File: src/rtl/core/wrist_sleep_stage_tracker_assert.svh
// assertion macros for the sleep stage tracker
`ifndef WRIST_SLEEP_STAGE_TRACKER_ASSERT_SVH
`define WRIST_SLEEP_STAGE_TRACKER_ASSERT_SVH

// condition that must hold at every clock edge out of reset
`define WSST_ASSERT_ALWAYS(label, expr) \
   label: assert property (@(posedge clock) disable iff (reset) (expr)) \
      else $error("wsst invariant violated");

// consequent that must hold in the cycle after the antecedent
`define WSST_ASSERT_NEXT(label, ante, cons) \
   label: assert property (@(posedge clock) disable iff (reset) (ante) |=> (cons)) \
      else $error("wsst sequence violated");

`endif

File: src/rtl/core/wsst_pkg.sv
`default_nettype none

package wsst_pkg;

   // early hours that keep a motion flag each
   localparam int MOTION_HOURS = 6;

   // field widths
   localparam int ACCEL_WIDTH  = 16;
   localparam int SUM_WIDTH    = ACCEL_WIDTH + 2;
   localparam int MAG_WIDTH    = 17;
   localparam int STEP_WIDTH   = 24;
   localparam int HR_WIDTH     = 8;
   localparam int HOUR_WIDTH   = 5;
   localparam int STILL_WIDTH  = 16;
   localparam int PHASE_WIDTH  = 6;
   localparam int EMPTY_WIDTH  = 3;
   localparam int AWAKE_WIDTH  = 9;
   localparam int TOTAL_WIDTH  = 16;
   localparam int SCALED_WIDTH = 17;
   localparam int AWAKE_LIMIT_WIDTH = 8;
   localparam int ZERO_COUNT_WIDTH  = $clog2(MOTION_HOURS + 1);

   // configuration port
   localparam int CSR_INDEX_WIDTH = 3;
   localparam int CSR_DATA_WIDTH  = 17;

   localparam logic [CSR_INDEX_WIDTH-1:0] CSR_MOVE_THRESHOLD     = 3'd0;
   localparam logic [CSR_INDEX_WIDTH-1:0] CSR_ACTIVITY_THRESHOLD = 3'd1;
   localparam logic [CSR_INDEX_WIDTH-1:0] CSR_LIGHT_STILL        = 3'd2;
   localparam logic [CSR_INDEX_WIDTH-1:0] CSR_DEEP_STILL         = 3'd3;
   localparam logic [CSR_INDEX_WIDTH-1:0] CSR_NONWEAR_STILL      = 3'd4;
   localparam logic [CSR_INDEX_WIDTH-1:0] CSR_AWAKE_LIMIT        = 3'd5;
   localparam logic [CSR_INDEX_WIDTH-1:0] CSR_EMPTY_HOUR_LIMIT   = 3'd6;

   // register reset values
   localparam logic [MAG_WIDTH-1:0]         MOVE_THRESHOLD_RESET     = 17'd100;
   localparam logic [MAG_WIDTH-1:0]         ACTIVITY_THRESHOLD_RESET = 17'd200;
   localparam logic [STILL_WIDTH-1:0]       LIGHT_STILL_RESET        = 16'd60;
   localparam logic [STILL_WIDTH-1:0]       DEEP_STILL_RESET         = 16'd600;
   localparam logic [STILL_WIDTH-1:0]       NONWEAR_STILL_RESET      = 16'd7200;
   localparam logic [AWAKE_LIMIT_WIDTH-1:0] AWAKE_LIMIT_RESET        = 8'd180;
   localparam logic [EMPTY_WIDTH-1:0]       EMPTY_HOUR_LIMIT_RESET   = 3'd3;

   // clock hours and minute tick
   localparam logic [HOUR_WIDTH-1:0]  NIGHT_START_HOUR  = 5'd20;
   localparam logic [HOUR_WIDTH-1:0]  MORNING_HOUR      = 5'd8;
   localparam logic [HOUR_WIDTH-1:0]  MOTION_HOURS_HOUR = HOUR_WIDTH'(MOTION_HOURS);
   localparam logic [PHASE_WIDTH-1:0] PHASE_LAST        = 6'd59;

   // saturation limits
   localparam logic [STILL_WIDTH-1:0] STILL_MAX = '1;
   localparam logic [TOTAL_WIDTH-1:0] TOTAL_MAX = '1;
   localparam logic [AWAKE_WIDTH-1:0] AWAKE_MAX = '1;
   localparam int                     EMPTY_MAX = (1 << EMPTY_WIDTH) - 1;

   // floor(x / 10) as (x * RECIP_TEN) >> RECIP_SHIFT, exact for 16-bit x
   localparam int RECIP_SHIFT = 19;
   localparam logic [TOTAL_WIDTH-1:0] RECIP_TEN = 16'd52429;

   typedef struct packed {
      logic signed [ACCEL_WIDTH-1:0] accel_x;
      logic signed [ACCEL_WIDTH-1:0] accel_y;
      logic signed [ACCEL_WIDTH-1:0] accel_z;
      logic [STEP_WIDTH-1:0]         step_count;
      logic [HR_WIDTH-1:0]           heart_rate;
      logic [HOUR_WIDTH-1:0]         hour_of_day;
      logic                          charging;
   } req_item_type;

   typedef struct packed {
      logic [SCALED_WIDTH-1:0] light_sleep_scaled;
      logic [SCALED_WIDTH-1:0] deep_sleep_scaled;
      logic                    clear_event;
   } rsp_item_type;

   // total * 11 / 10, truncated: total + floor(total / 10)
   function automatic logic [SCALED_WIDTH-1:0] scale_total(
      input logic [TOTAL_WIDTH-1:0] total
   );
      logic [2*TOTAL_WIDTH-1:0] prod;
      logic [TOTAL_WIDTH-1:0]   tenth;
      prod  = total * RECIP_TEN;
      tenth = TOTAL_WIDTH'(prod >> RECIP_SHIFT);
      return SCALED_WIDTH'(total) + SCALED_WIDTH'(tenth);
   endfunction

endpackage

`default_nettype wire

File: src/rtl/core/wrist_sleep_stage_tracker.sv
// Wrist sleep stage tracker.
// req channel: one sensor item per second (accel x/y/z, cumulative steps,
// heart rate, hour, charging); accepted when req_valid and req_ready are high.
// rsp channel: one item per request with both sleep totals scaled by 11/10
// and a pulse flag set when this request cleared the totals.
// csr port: write-only registers, taken on any edge with csr_we high; write
// them only while no request is in flight.
// Path: an accepted request is registered in the input stage, then processed
// and written to the result register once that one is empty or taken, and
// shown on rsp from the result register.
// Throughput: one item per cycle while the result register is free;
// each state update is one pass of logic, input stage to result register.
// Reset: synchronous; all tracking state and totals clear, the registers
// take their default thresholds, both stages empty.
// Stall: when rsp_ready is low the result holds, the input stage holds one
// more item behind it, and req_ready drops once both are full.
`default_nettype none

module wrist_sleep_stage_tracker (
   input  wire logic                                  clock,
   input  wire logic                                  reset,
   input  wire logic                                  req_valid,
   output      logic                                  req_ready,
   input  wire wsst_pkg::req_item_type                req_data,
   output      logic                                  rsp_valid,
   input  wire logic                                  rsp_ready,
   output      wsst_pkg::rsp_item_type                rsp_data,
   input  wire logic                                  csr_we,
   input  wire logic [wsst_pkg::CSR_INDEX_WIDTH-1:0]  csr_index,
   input  wire logic [wsst_pkg::CSR_DATA_WIDTH-1:0]   csr_wdata
);
   import wsst_pkg::*;

`include "wrist_sleep_stage_tracker_assert.svh"

   // configuration registers
   logic [MAG_WIDTH-1:0]         move_th_ff;
   logic [MAG_WIDTH-1:0]         activity_th_ff;
   logic [STILL_WIDTH-1:0]       light_still_ff;
   logic [STILL_WIDTH-1:0]       deep_still_ff;
   logic [STILL_WIDTH-1:0]       nonwear_still_ff;
   logic [AWAKE_LIMIT_WIDTH-1:0] awake_limit_ff;
   logic [EMPTY_WIDTH-1:0]       empty_limit_ff;

   // pipeline registers
   logic         s1_valid_ff, s1_valid_in;
   req_item_type s1_data_ff;
   logic         rsp_valid_ff, rsp_valid_in;
   rsp_item_type rsp_data_ff, rsp_data_in;
   logic         advance;
   logic         state_update;

   // tracking state
   logic [MAG_WIDTH-1:0]    prev_mag_ff, prev_mag_in;
   logic [STILL_WIDTH-1:0]  still_ff, still_in;
   logic [PHASE_WIDTH-1:0]  phase_ff, phase_in;
   logic                    walk_ff, walk_in;
   logic [STEP_WIDTH-1:0]   prev_steps_ff, prev_steps_in;
   logic [EMPTY_WIDTH-1:0]  empty_ff, empty_in;
   logic [AWAKE_WIDTH-1:0]  awake_ff, awake_in;
   logic [MOTION_HOURS-1:0] flags_ff, flags_in;
   logic [TOTAL_WIDTH-1:0]  light_ff, light_in;
   logic [TOTAL_WIDTH-1:0]  deep_ff, deep_in;
   logic                    clear_in;

   // per-item intermediates
   logic signed [SUM_WIDTH-1:0]  accel_sum;
   logic [MAG_WIDTH-1:0]         mag;
   logic [MAG_WIDTH-1:0]         diff;
   logic                         early;
   logic                         night;
   logic                         stepped;
   logic                         motion;
   logic [ZERO_COUNT_WIDTH-1:0]  zero_count;

   // handshake: result register frees when empty or taken
   assign advance      = !rsp_valid_ff || rsp_ready;
   assign req_ready    = !s1_valid_ff || advance;
   assign state_update = s1_valid_ff && advance;
   assign s1_valid_in  = req_ready ? req_valid : s1_valid_ff;
   assign rsp_valid_in = advance ? s1_valid_ff : rsp_valid_ff;

   assign early = s1_data_ff.hour_of_day < MORNING_HOUR;
   assign night = early || (s1_data_ff.hour_of_day >= NIGHT_START_HOUR);

   // magnitude of the axis sum and change from the previous sample
   always_comb begin
      accel_sum = SUM_WIDTH'(s1_data_ff.accel_x) + SUM_WIDTH'(s1_data_ff.accel_y)
                + SUM_WIDTH'(s1_data_ff.accel_z);
      mag  = accel_sum[SUM_WIDTH-1] ? MAG_WIDTH'(-accel_sum) : MAG_WIDTH'(accel_sum);
      diff = (mag >= prev_mag_ff) ? (mag - prev_mag_ff) : (prev_mag_ff - mag);
   end

   // count motionless early hours
   always_comb begin
      zero_count = '0;
      for (int i = 0; i < MOTION_HOURS; i++) begin
         zero_count = zero_count + ZERO_COUNT_WIDTH'(!flags_ff[i]);
      end
   end

   // state update for the item in the input stage
   always_comb begin
      prev_mag_in   = prev_mag_ff;
      still_in      = still_ff;
      phase_in      = phase_ff;
      walk_in       = walk_ff;
      prev_steps_in = prev_steps_ff;
      empty_in      = empty_ff;
      awake_in      = awake_ff;
      flags_in      = flags_ff;
      light_in      = light_ff;
      deep_in       = deep_ff;
      clear_in      = 1'b0;
      stepped       = (prev_steps_ff < s1_data_ff.step_count) && (prev_steps_ff != '0);
      motion        = (diff >= activity_th_ff) || (s1_data_ff.heart_rate != '0);

      if (!s1_data_ff.charging) begin
         // stillness count
         if (diff >= move_th_ff) begin
            still_in = '0;
         end else if (still_ff != STILL_MAX) begin
            still_in = still_ff + 1'b1;
         end

         // early-hour motion flags
         for (int i = 0; i < MOTION_HOURS; i++) begin
            if (motion && s1_data_ff.hour_of_day == HOUR_WIDTH'(i)) begin
               flags_in[i] = 1'b1;
            end
         end

         prev_mag_in = mag;

         // minute tick
         if (phase_ff == '0) begin
            if (stepped || walk_ff) begin
               walk_in = !walk_ff || stepped;
               if (early && awake_ff != AWAKE_MAX) begin
                  awake_in = awake_ff + 1'b1;
               end
            end else if (still_in <= light_still_ff) begin
               if (early) begin
                  if (awake_ff != AWAKE_MAX) begin
                     awake_in = awake_ff + 1'b1;
                  end
               end else begin
                  awake_in = '0;
               end
            end

            if (night) begin
               if (s1_data_ff.hour_of_day >= MOTION_HOURS_HOUR &&
                   s1_data_ff.hour_of_day <= MORNING_HOUR && empty_ff == '0) begin
                  if (32'(zero_count) > EMPTY_MAX) begin
                     empty_in = EMPTY_WIDTH'(EMPTY_MAX);
                  end else begin
                     empty_in = EMPTY_WIDTH'(zero_count);
                  end
               end

               if (still_in >= nonwear_still_ff || empty_in >= empty_limit_ff ||
                   (early && awake_in > AWAKE_WIDTH'(awake_limit_ff))) begin
                  awake_in = '0;
                  light_in = '0;
                  deep_in  = '0;
                  clear_in = 1'b1;
               end else if (prev_steps_ff == s1_data_ff.step_count &&
                            still_in >= light_still_ff) begin
                  if (still_in >= deep_still_ff) begin
                     if (deep_ff != TOTAL_MAX) begin
                        deep_in = deep_ff + 1'b1;
                     end
                  end else if (light_ff != TOTAL_MAX) begin
                     light_in = light_ff + 1'b1;
                  end
               end
            end else begin
               // daytime: tracking state and totals back to reset, but for phase and steps
               prev_mag_in = '0;
               walk_in     = 1'b0;
               still_in    = '0;
               empty_in    = '0;
               deep_in     = '0;
               light_in    = '0;
               awake_in    = '0;
               flags_in    = '0;
            end
         end

         phase_in      = (phase_ff >= PHASE_LAST) ? '0 : phase_ff + 1'b1;
         prev_steps_in = s1_data_ff.step_count;
      end

      rsp_data_in.light_sleep_scaled = scale_total(light_in);
      rsp_data_in.deep_sleep_scaled  = scale_total(deep_in);
      rsp_data_in.clear_event        = clear_in;
   end

   // configuration writes
   always_ff @(posedge clock) begin
      if (reset) begin
         move_th_ff       <= MOVE_THRESHOLD_RESET;
         activity_th_ff   <= ACTIVITY_THRESHOLD_RESET;
         light_still_ff   <= LIGHT_STILL_RESET;
         deep_still_ff    <= DEEP_STILL_RESET;
         nonwear_still_ff <= NONWEAR_STILL_RESET;
         awake_limit_ff   <= AWAKE_LIMIT_RESET;
         empty_limit_ff   <= EMPTY_HOUR_LIMIT_RESET;
      end else if (csr_we) begin
         case (csr_index)
            CSR_MOVE_THRESHOLD:     move_th_ff       <= csr_wdata;
            CSR_ACTIVITY_THRESHOLD: activity_th_ff   <= csr_wdata;
            CSR_LIGHT_STILL:        light_still_ff   <= csr_wdata[STILL_WIDTH-1:0];
            CSR_DEEP_STILL:         deep_still_ff    <= csr_wdata[STILL_WIDTH-1:0];
            CSR_NONWEAR_STILL:      nonwear_still_ff <= csr_wdata[STILL_WIDTH-1:0];
            CSR_AWAKE_LIMIT:        awake_limit_ff   <= csr_wdata[AWAKE_LIMIT_WIDTH-1:0];
            CSR_EMPTY_HOUR_LIMIT:   empty_limit_ff   <= csr_wdata[EMPTY_WIDTH-1:0];
            default: ;
         endcase
      end
   end

   // stage valid bits
   always_ff @(posedge clock) begin
      if (reset) begin
         s1_valid_ff  <= 1'b0;
         rsp_valid_ff <= 1'b0;
      end else begin
         s1_valid_ff  <= s1_valid_in;
         rsp_valid_ff <= rsp_valid_in;
      end
   end

   // stage payloads
   always_ff @(posedge clock) begin
      if (req_valid && req_ready) begin
         s1_data_ff <= req_data;
      end
      if (state_update) begin
         rsp_data_ff <= rsp_data_in;
      end
   end

   // tracking state
   always_ff @(posedge clock) begin
      if (reset) begin
         prev_mag_ff   <= '0;
         still_ff      <= '0;
         phase_ff      <= '0;
         walk_ff       <= 1'b0;
         prev_steps_ff <= '0;
         empty_ff      <= '0;
         awake_ff      <= '0;
         flags_ff      <= '0;
         light_ff      <= '0;
         deep_ff       <= '0;
      end else if (state_update) begin
         prev_mag_ff   <= prev_mag_in;
         still_ff      <= still_in;
         phase_ff      <= phase_in;
         walk_ff       <= walk_in;
         prev_steps_ff <= prev_steps_in;
         empty_ff      <= empty_in;
         awake_ff      <= awake_in;
         flags_ff      <= flags_in;
         light_ff      <= light_in;
         deep_ff       <= deep_in;
      end
   end

   assign rsp_valid = rsp_valid_ff;
   assign rsp_data  = rsp_data_ff;

   // checks
   `WSST_ASSERT_ALWAYS(a_clear_zero_totals, !(rsp_valid_ff && rsp_data_ff.clear_event) || (rsp_data_ff.light_sleep_scaled == '0 && rsp_data_ff.deep_sleep_scaled == '0))
   `WSST_ASSERT_ALWAYS(a_phase_range, phase_ff <= PHASE_LAST)
   `WSST_ASSERT_NEXT(a_daytime_reset, state_update && !s1_data_ff.charging && phase_ff == '0 && !night, light_ff == '0 && deep_ff == '0 && flags_ff == '0 && awake_ff == '0)
   `WSST_ASSERT_NEXT(a_charging_holds, state_update && s1_data_ff.charging, $stable(light_ff) && $stable(still_ff) && $stable(phase_ff))

endmodule

`default_nettype wire
File: config.mk
export PLATFORM = sky130hd
export DESIGN_NAME = wrist_sleep_stage_tracker
export DESIGN_NICKNAME = d
export VERILOG_FILES = /design/src/rtl/core/wsst_pkg.sv /design/src/rtl/core/wrist_sleep_stage_tracker.sv
export VERILOG_INCLUDE_DIRS = /design/src /design/src/rtl/core
export SDC_FILE = /design/constraint.sdc
export NUM_CORES = 2
export LEC_CHECK = 0
export BUFFER_PORTS_ARGS = -buffer_cell sky130_fd_sc_hd__clkbuf_2
export CORE_ASPECT_RATIO = 1.75
export CORE_MARGIN = 4
export CORE_UTILIZATION = 50
export CTS_CLUSTER_DIAMETER = 30
export DETAILED_ROUTE_END_ITERATION = 6
export PLACE_DENSITY = 0.74
export SYNTH_ARGS = -nofsm -noshare
export SYNTH_HDL_FRONTEND = slang
export SYNTH_SLANG_ARGS = --single-unit
File: constraint.sdc
create_clock -name clock -period 23.7 [get_ports clock]
set_input_delay 5.925 -clock clock [delete_from_list [all_inputs] [get_ports clock]]
set_output_delay 5.925 -clock clock [all_outputs]
set_load 0.05 [all_outputs]
# [Yosys cells after proc, flatten, opt, wreduce, memory -nomap -nowiden]
# Index checks and enable logic that the tools add are counted.
[word_totals] ff_bits=330 elab_cells=180 inputBits=111 out_inout_bits=37
[op_classes] n_addsub=17 muxes=49 n_bitwise=3 reduce_logical=48 eq_ne=17 order_cmp=15 n_mul=2
[op_table] operator="$mux W16" count=19
[op_table] operator="$mux W9" count=9
[op_table] operator="$mux W17" count=4
[op_table] operator="$mul A16 B16 Y32 const B" count=2
[op_table] operator="$ge A17 B17 Y1" count=3
[op_table] operator="$add A16 B1 Y16 const B" count=3
[op_table] operator="$ge A16 B16 Y1" count=3
[op_table] operator="$ne A16 B16 Y1 const B" count=3
[op_table] operator="$add A16 B13 Y17" count=2
[op_table] operator="$sub A17 B17 Y17" count=2
[op_table] operator="$eq A24 B24 Y1" count=1
[op_table] operator="$lt A24 B24 Y1" count=1
[op_table] operator="$reduce_bool A24 Y1" count=1
[op_table] operator="$add A17 B16 Y18" count=1
[op_table] operator="$mux W6" count=3
[op_table] operator="$add A16 B16 Y17" count=1
[op_table] operator="$neg A17 Y17" count=1
[op_table] operator="$le A16 B16 Y1" count=1
[op_table] operator="$reduce_and A2 Y1" count=8
[op_table] operator="$mux W3" count=5
[op_table] operator="$logic_and A1 B1 Y1" count=14
[op_table] operator="$eq A5 B2 Y1 const B" count=2
[op_table] operator="$eq A5 B3 Y1 const B" count=2
[op_table] operator="$add A3 B1 Y3" count=3
[op_table] operator="28 further kinds" count=57

# [Longest topological paths before layout]
[depth] depth_word=23 depth_mapped=108 mapped_depth_nobuf=102

# [Worst setup path before layout]
# OpenSTA, ideal clock, no wires.
[synth_timing] path_type="reg-to-reg" from="reg s1_data_ff[39] (netlist bit)" to="reg rsp_data_ff, in the netlist rsp_data[32] (data pin)" required_ns=23.439 path_stages_with_launch=104 path_slack_ns=3.458 path_buffers=7 period_less_slack_ns=20.242 t_arrival_ns=19.981 setup_ns=0.261 path_cell_list="edfxtp_1 -> fa_1 -> ha_1 -> fa_1 -> a21o_1 -> a21oi_1 -> o21bai_1 -> a21o_1 -> a21oi_1 -> o21ai_0 -> o211ai_1 -> a21oi_1 -> o21a_1 -> nor3_1 -> mux2i_1 -> clkbuf_1 -> mux2i_1 -> inv_1 -> [... 68 more ...] -> and2_1 -> nor2_1 -> inv_1 -> fa_1 -> nor2b_1 -> o21ai_0 -> a21boi_0 -> o21ai_0 -> a21boi_0 -> o21ai_0 -> a21boi_0 -> o21ai_0 -> a21boi_0 -> o21ai_0 -> nand2b_1 -> a21o_1 -> nand2_1 -> xnor2_1"
[synth_lines] item="start: declaration" line="wrist_sleep_stage_tracker.sv:47" text="req_item_type s1_data_ff;"
[synth_lines] item="start signal: assignment" line="wrist_sleep_stage_tracker.sv:238" text="s1_data_ff <= req_data;"
[synth_lines] item="end signal: assignment" line="wrist_sleep_stage_tracker.sv:241" text="rsp_data_ff <= rsp_data_in;"
[synth_lines] item="end: declaration" line="wrist_sleep_stage_tracker.sv:49" text="rsp_item_type rsp_data_ff, rsp_data_in;"

==> impl_metrics.tcl <==
set metrics [dict create \
    grt_pass1_wl_um 125000 \
    synth_warnings 0 \
    place_congestion 0.964 \
    yosysMostFrequentCell "inv_1" \
    drtAntennaViolNets 0 \
    synth_edf_count 121 \
    vias 23500 \
    worstSetupPathType "reg2reg" \
    cts_tree "yes" \
    crit_required_ns 24.04 \
    avgRoutedWirePerCell_um 18.5 \
    viasPerCell 5.56 \
    synth_cell_types 81 \
    critPathBufInv 9 \
    cts.path.max_buffers 3 \
    worstSetupPathDepth 94 \
    ys_async_sr_fraction 0 \
    first_global_vias 24600 \
    fmax_mhz 46.5 \
    syn_inst 3255 \
    drv_cap 0 \
    rsz0062_at_grt "no" \
    ys_ff_latch 330 \
    outcome "finished clean" \
    drive_gt1_frac 0.0942 \
    final_max_slew_viol_count 0 \
    cts_buffers 59 \
    postPlaceCellArea_mm2 0.0306 \
    yosys_most_used_dff "dfxtp_1" \
    synth_top_area_cell "ha_1" \
    slew_headroom 0.149 \
    antenna_found_initial 0 \
    fin_cells 4226 \
    root_buffer "clkbuf_16" \
    final_util 0.571 \
    p_switching_uw 958 \
    comb_power_share 0.400 \
    ys_top_cells_by_count "inv_1, ha_1, nand2_1" \
    initial_core_util 0.506 \
    cp_top_family "compound AO/OA/AOI/OAI gates" \
    critPathLaunchType "flop" \
    grt_usage 0.252 \
    h-tree-depth 2 \
    drtIter0Drc 1095 \
    fin_crit_ns 21.52 \
    syn_nets 4010 \
    wirelength_um 78000 \
    endpoint_kind "flop" \
    die_area_mm2 0.0621 \
    clock_latency_ns 0.62 \
    setup_viol_count_final 0 \
    fin_setup_tns_ns 0 \
    port-buffer-count 147 \
    clkPwrFrac 0.350 \
    power.internal_uw 1540 \
    seqPwrFrac 0.249 \
    critical-path-max-stage-delay_ns 0.59 \
    dpl.hpwl_um 62500 \
    rr_worst_depth 94 \
    ios 148 \
    p_sw_frac 0.384 \
    area_growth_pct 12.9 \
    first_pass_iters 5 \
    skew_ns 0.0171 \
    p_leak_uw 0.0160 \
    arrival_ns 21.86 \
    seq_area_frac_synth 0.270 \
    period_share 0.908 \
    nets 4164 \
    die_w_um 190 \
    syn_area_mm2 0.0290 \
    tightest_slew_ns 1.27 \
    holdPathStages 2 \
    cts.clk_slew.worst_paths_ns 0.06 \
    rows 116 \
    coreArea_mm2 0.0573 \
    cellPowerDensity_mw_per_mm2 76.3 \
    worst_hold_slack_ns 0.454 \
    placed_cells 4115 \
    hold_violations 0 \
    grt_overflow 0 \
    synth_area_leaders "ha_1, dfxtp_1, fa_1" \
    grt_max_degree 87 \
    cp_slowest_cell "a21o_1" \
    hp-class "reg2reg" \
    ctsHoldBuffers 0 \
    max-vdd-ir-drop_uv 129 \
    chipHeight_um 327 \
    cts_sinks 330 \
    stdcell_area_mm2 0.0327 \
    synth_top_area_frac 0.198 \
    antenna_cells 0 \
    crit_fanout 27 \
    synth.avg_cell_area_um2 8.91 \
    drc_errors 0 \
    fill_cells 5078 \
]
final cells by class:
cell class / count / area [um^2] / area share
multi-input combinational: 2334 / 19000 / 0.581
sequential: 330 / 7820 / 0.239
inverter: 505 / 1900 / 0.0579
clock buffer: 67 / 1530 / 0.0467
tap: 767 / 960 / 0.0293
timing repair buffer: 179 / 978 / 0.0299
clock inverter: 44 / 539 / 0.0165
final timing paths:
check	start	to	slack (ns)
min	move_th_ff[13]	move_th_ff[13]	0.45
max	s1_data_ff[39]	rsp_data[15]	2.18
max reg2reg	s1_data_ff[39]	rsp_data[15]	2.18
min reg2reg	move_th_ff[13]	move_th_ff[13]	0.45
timing repair:
item / in CTS / in global routing
buffers inserted: 0 / 0
gates resized for setup: 0 / 4
endpoints found under the setup margin: 0 / 3
power groups by stage:
stage | clock (uW) | sequential, uW | combinational (uW)
floorplan | 0 | 640 | 690
detailed placement | 0 | 634 | 986
global route | 917 | 624 | 1110
global placement | 0 | 633 | 987
finish | 875 | 622 | 1000
CTS | 892 | 622 | 993
per-layer routing:
layer  up-vias  wire (um)  track usage
li1      11400          -            -
met1     11100      27400        0.258
met2       668      41100        0.469
met3       284       3060       0.0290
met4         0       6450        0.176
met5         -          0            0
sequential cells by signal, indices dropped and copies added, names as in the netlist:
| register | flops |
|---|---|
| phase_ff | 6 |
| still_ff | 16 |
| rsp_valid | 1 |
| light_still_ff | 16 |
| awake_limit_ff | 8 |
| deep_ff | 16 |
| s1_data_ff | 86 |
| s1_valid_ff | 1 |
| activity_th_ff | 17 |
| prev_steps_ff | 24 |
| light_ff | 16 |
| walk_ff | 1 |
| move_th_ff | 17 |
| prev_mag_ff | 17 |
| deep_still_ff | 16 |
| rsp_data | 35 |
| flags_ff | 6 |
| nonwear_still_ff | 16 |
| awake_ff | 9 |
| empty_limit_ff | 3 |
| empty_ff | 3 |
worst register-to-register path: cells and delay by family (launching register included):
family                   cells  cell delay, ns
multiplexers                 3            0.80
XOR/XNOR                     1            0.15
adder cells (fa/ha/maj)     15            5.61
flip-flops                   1            0.40
buffers and inverters        9            1.31
AO/OA/AOI/OAI               52           10.48
AND/OR/NAND/NOR             14            2.51
cells by family after synthesis:
family / share of synthesized area
flops: 0.270
compound gates: 0.148
mux: 0.00703
simple gates: 0.142
xor+xnor: 0.0302
fa+ha+maj: 0.326
buf+inv: 0.0765
metrics by stage:
| step | worst slack (ns) | power (uW) |
|---|---|---|
| 2_1_floorplan | 3.46 | 1330 |
| 3_3_place_gp | 2.53 | 1620 |
| 3_5_place_dp | 1.99 | 1620 |
| 4_1_cts | 1.78 | 2510 |
| 5_1_grt | 0.0389 | 2650 |
| 6_report | 2.18 | 2500 |
cells in the final DEF, fill, tap and decap left out, types with 25 or more instances in the layout:
cell,instances
a21o_1,61
a21oi_1,254
and3_1,32
buf_4,33
clkbuf_16,59
clkbuf_2,146
dfxtp_1,209
edfxtp_1,121
fa_1,185
ha_1,459
inv_1,503
nand2_1,354
nand3_1,67
nand4_1,38
nor2_1,206
nor2b_1,29
nor3_1,55
o21a_1,34
o21ai_0,117
o31ai_1,25
xnor2_1,67
xor2_1,33
(Power assumes the default switching activity.)
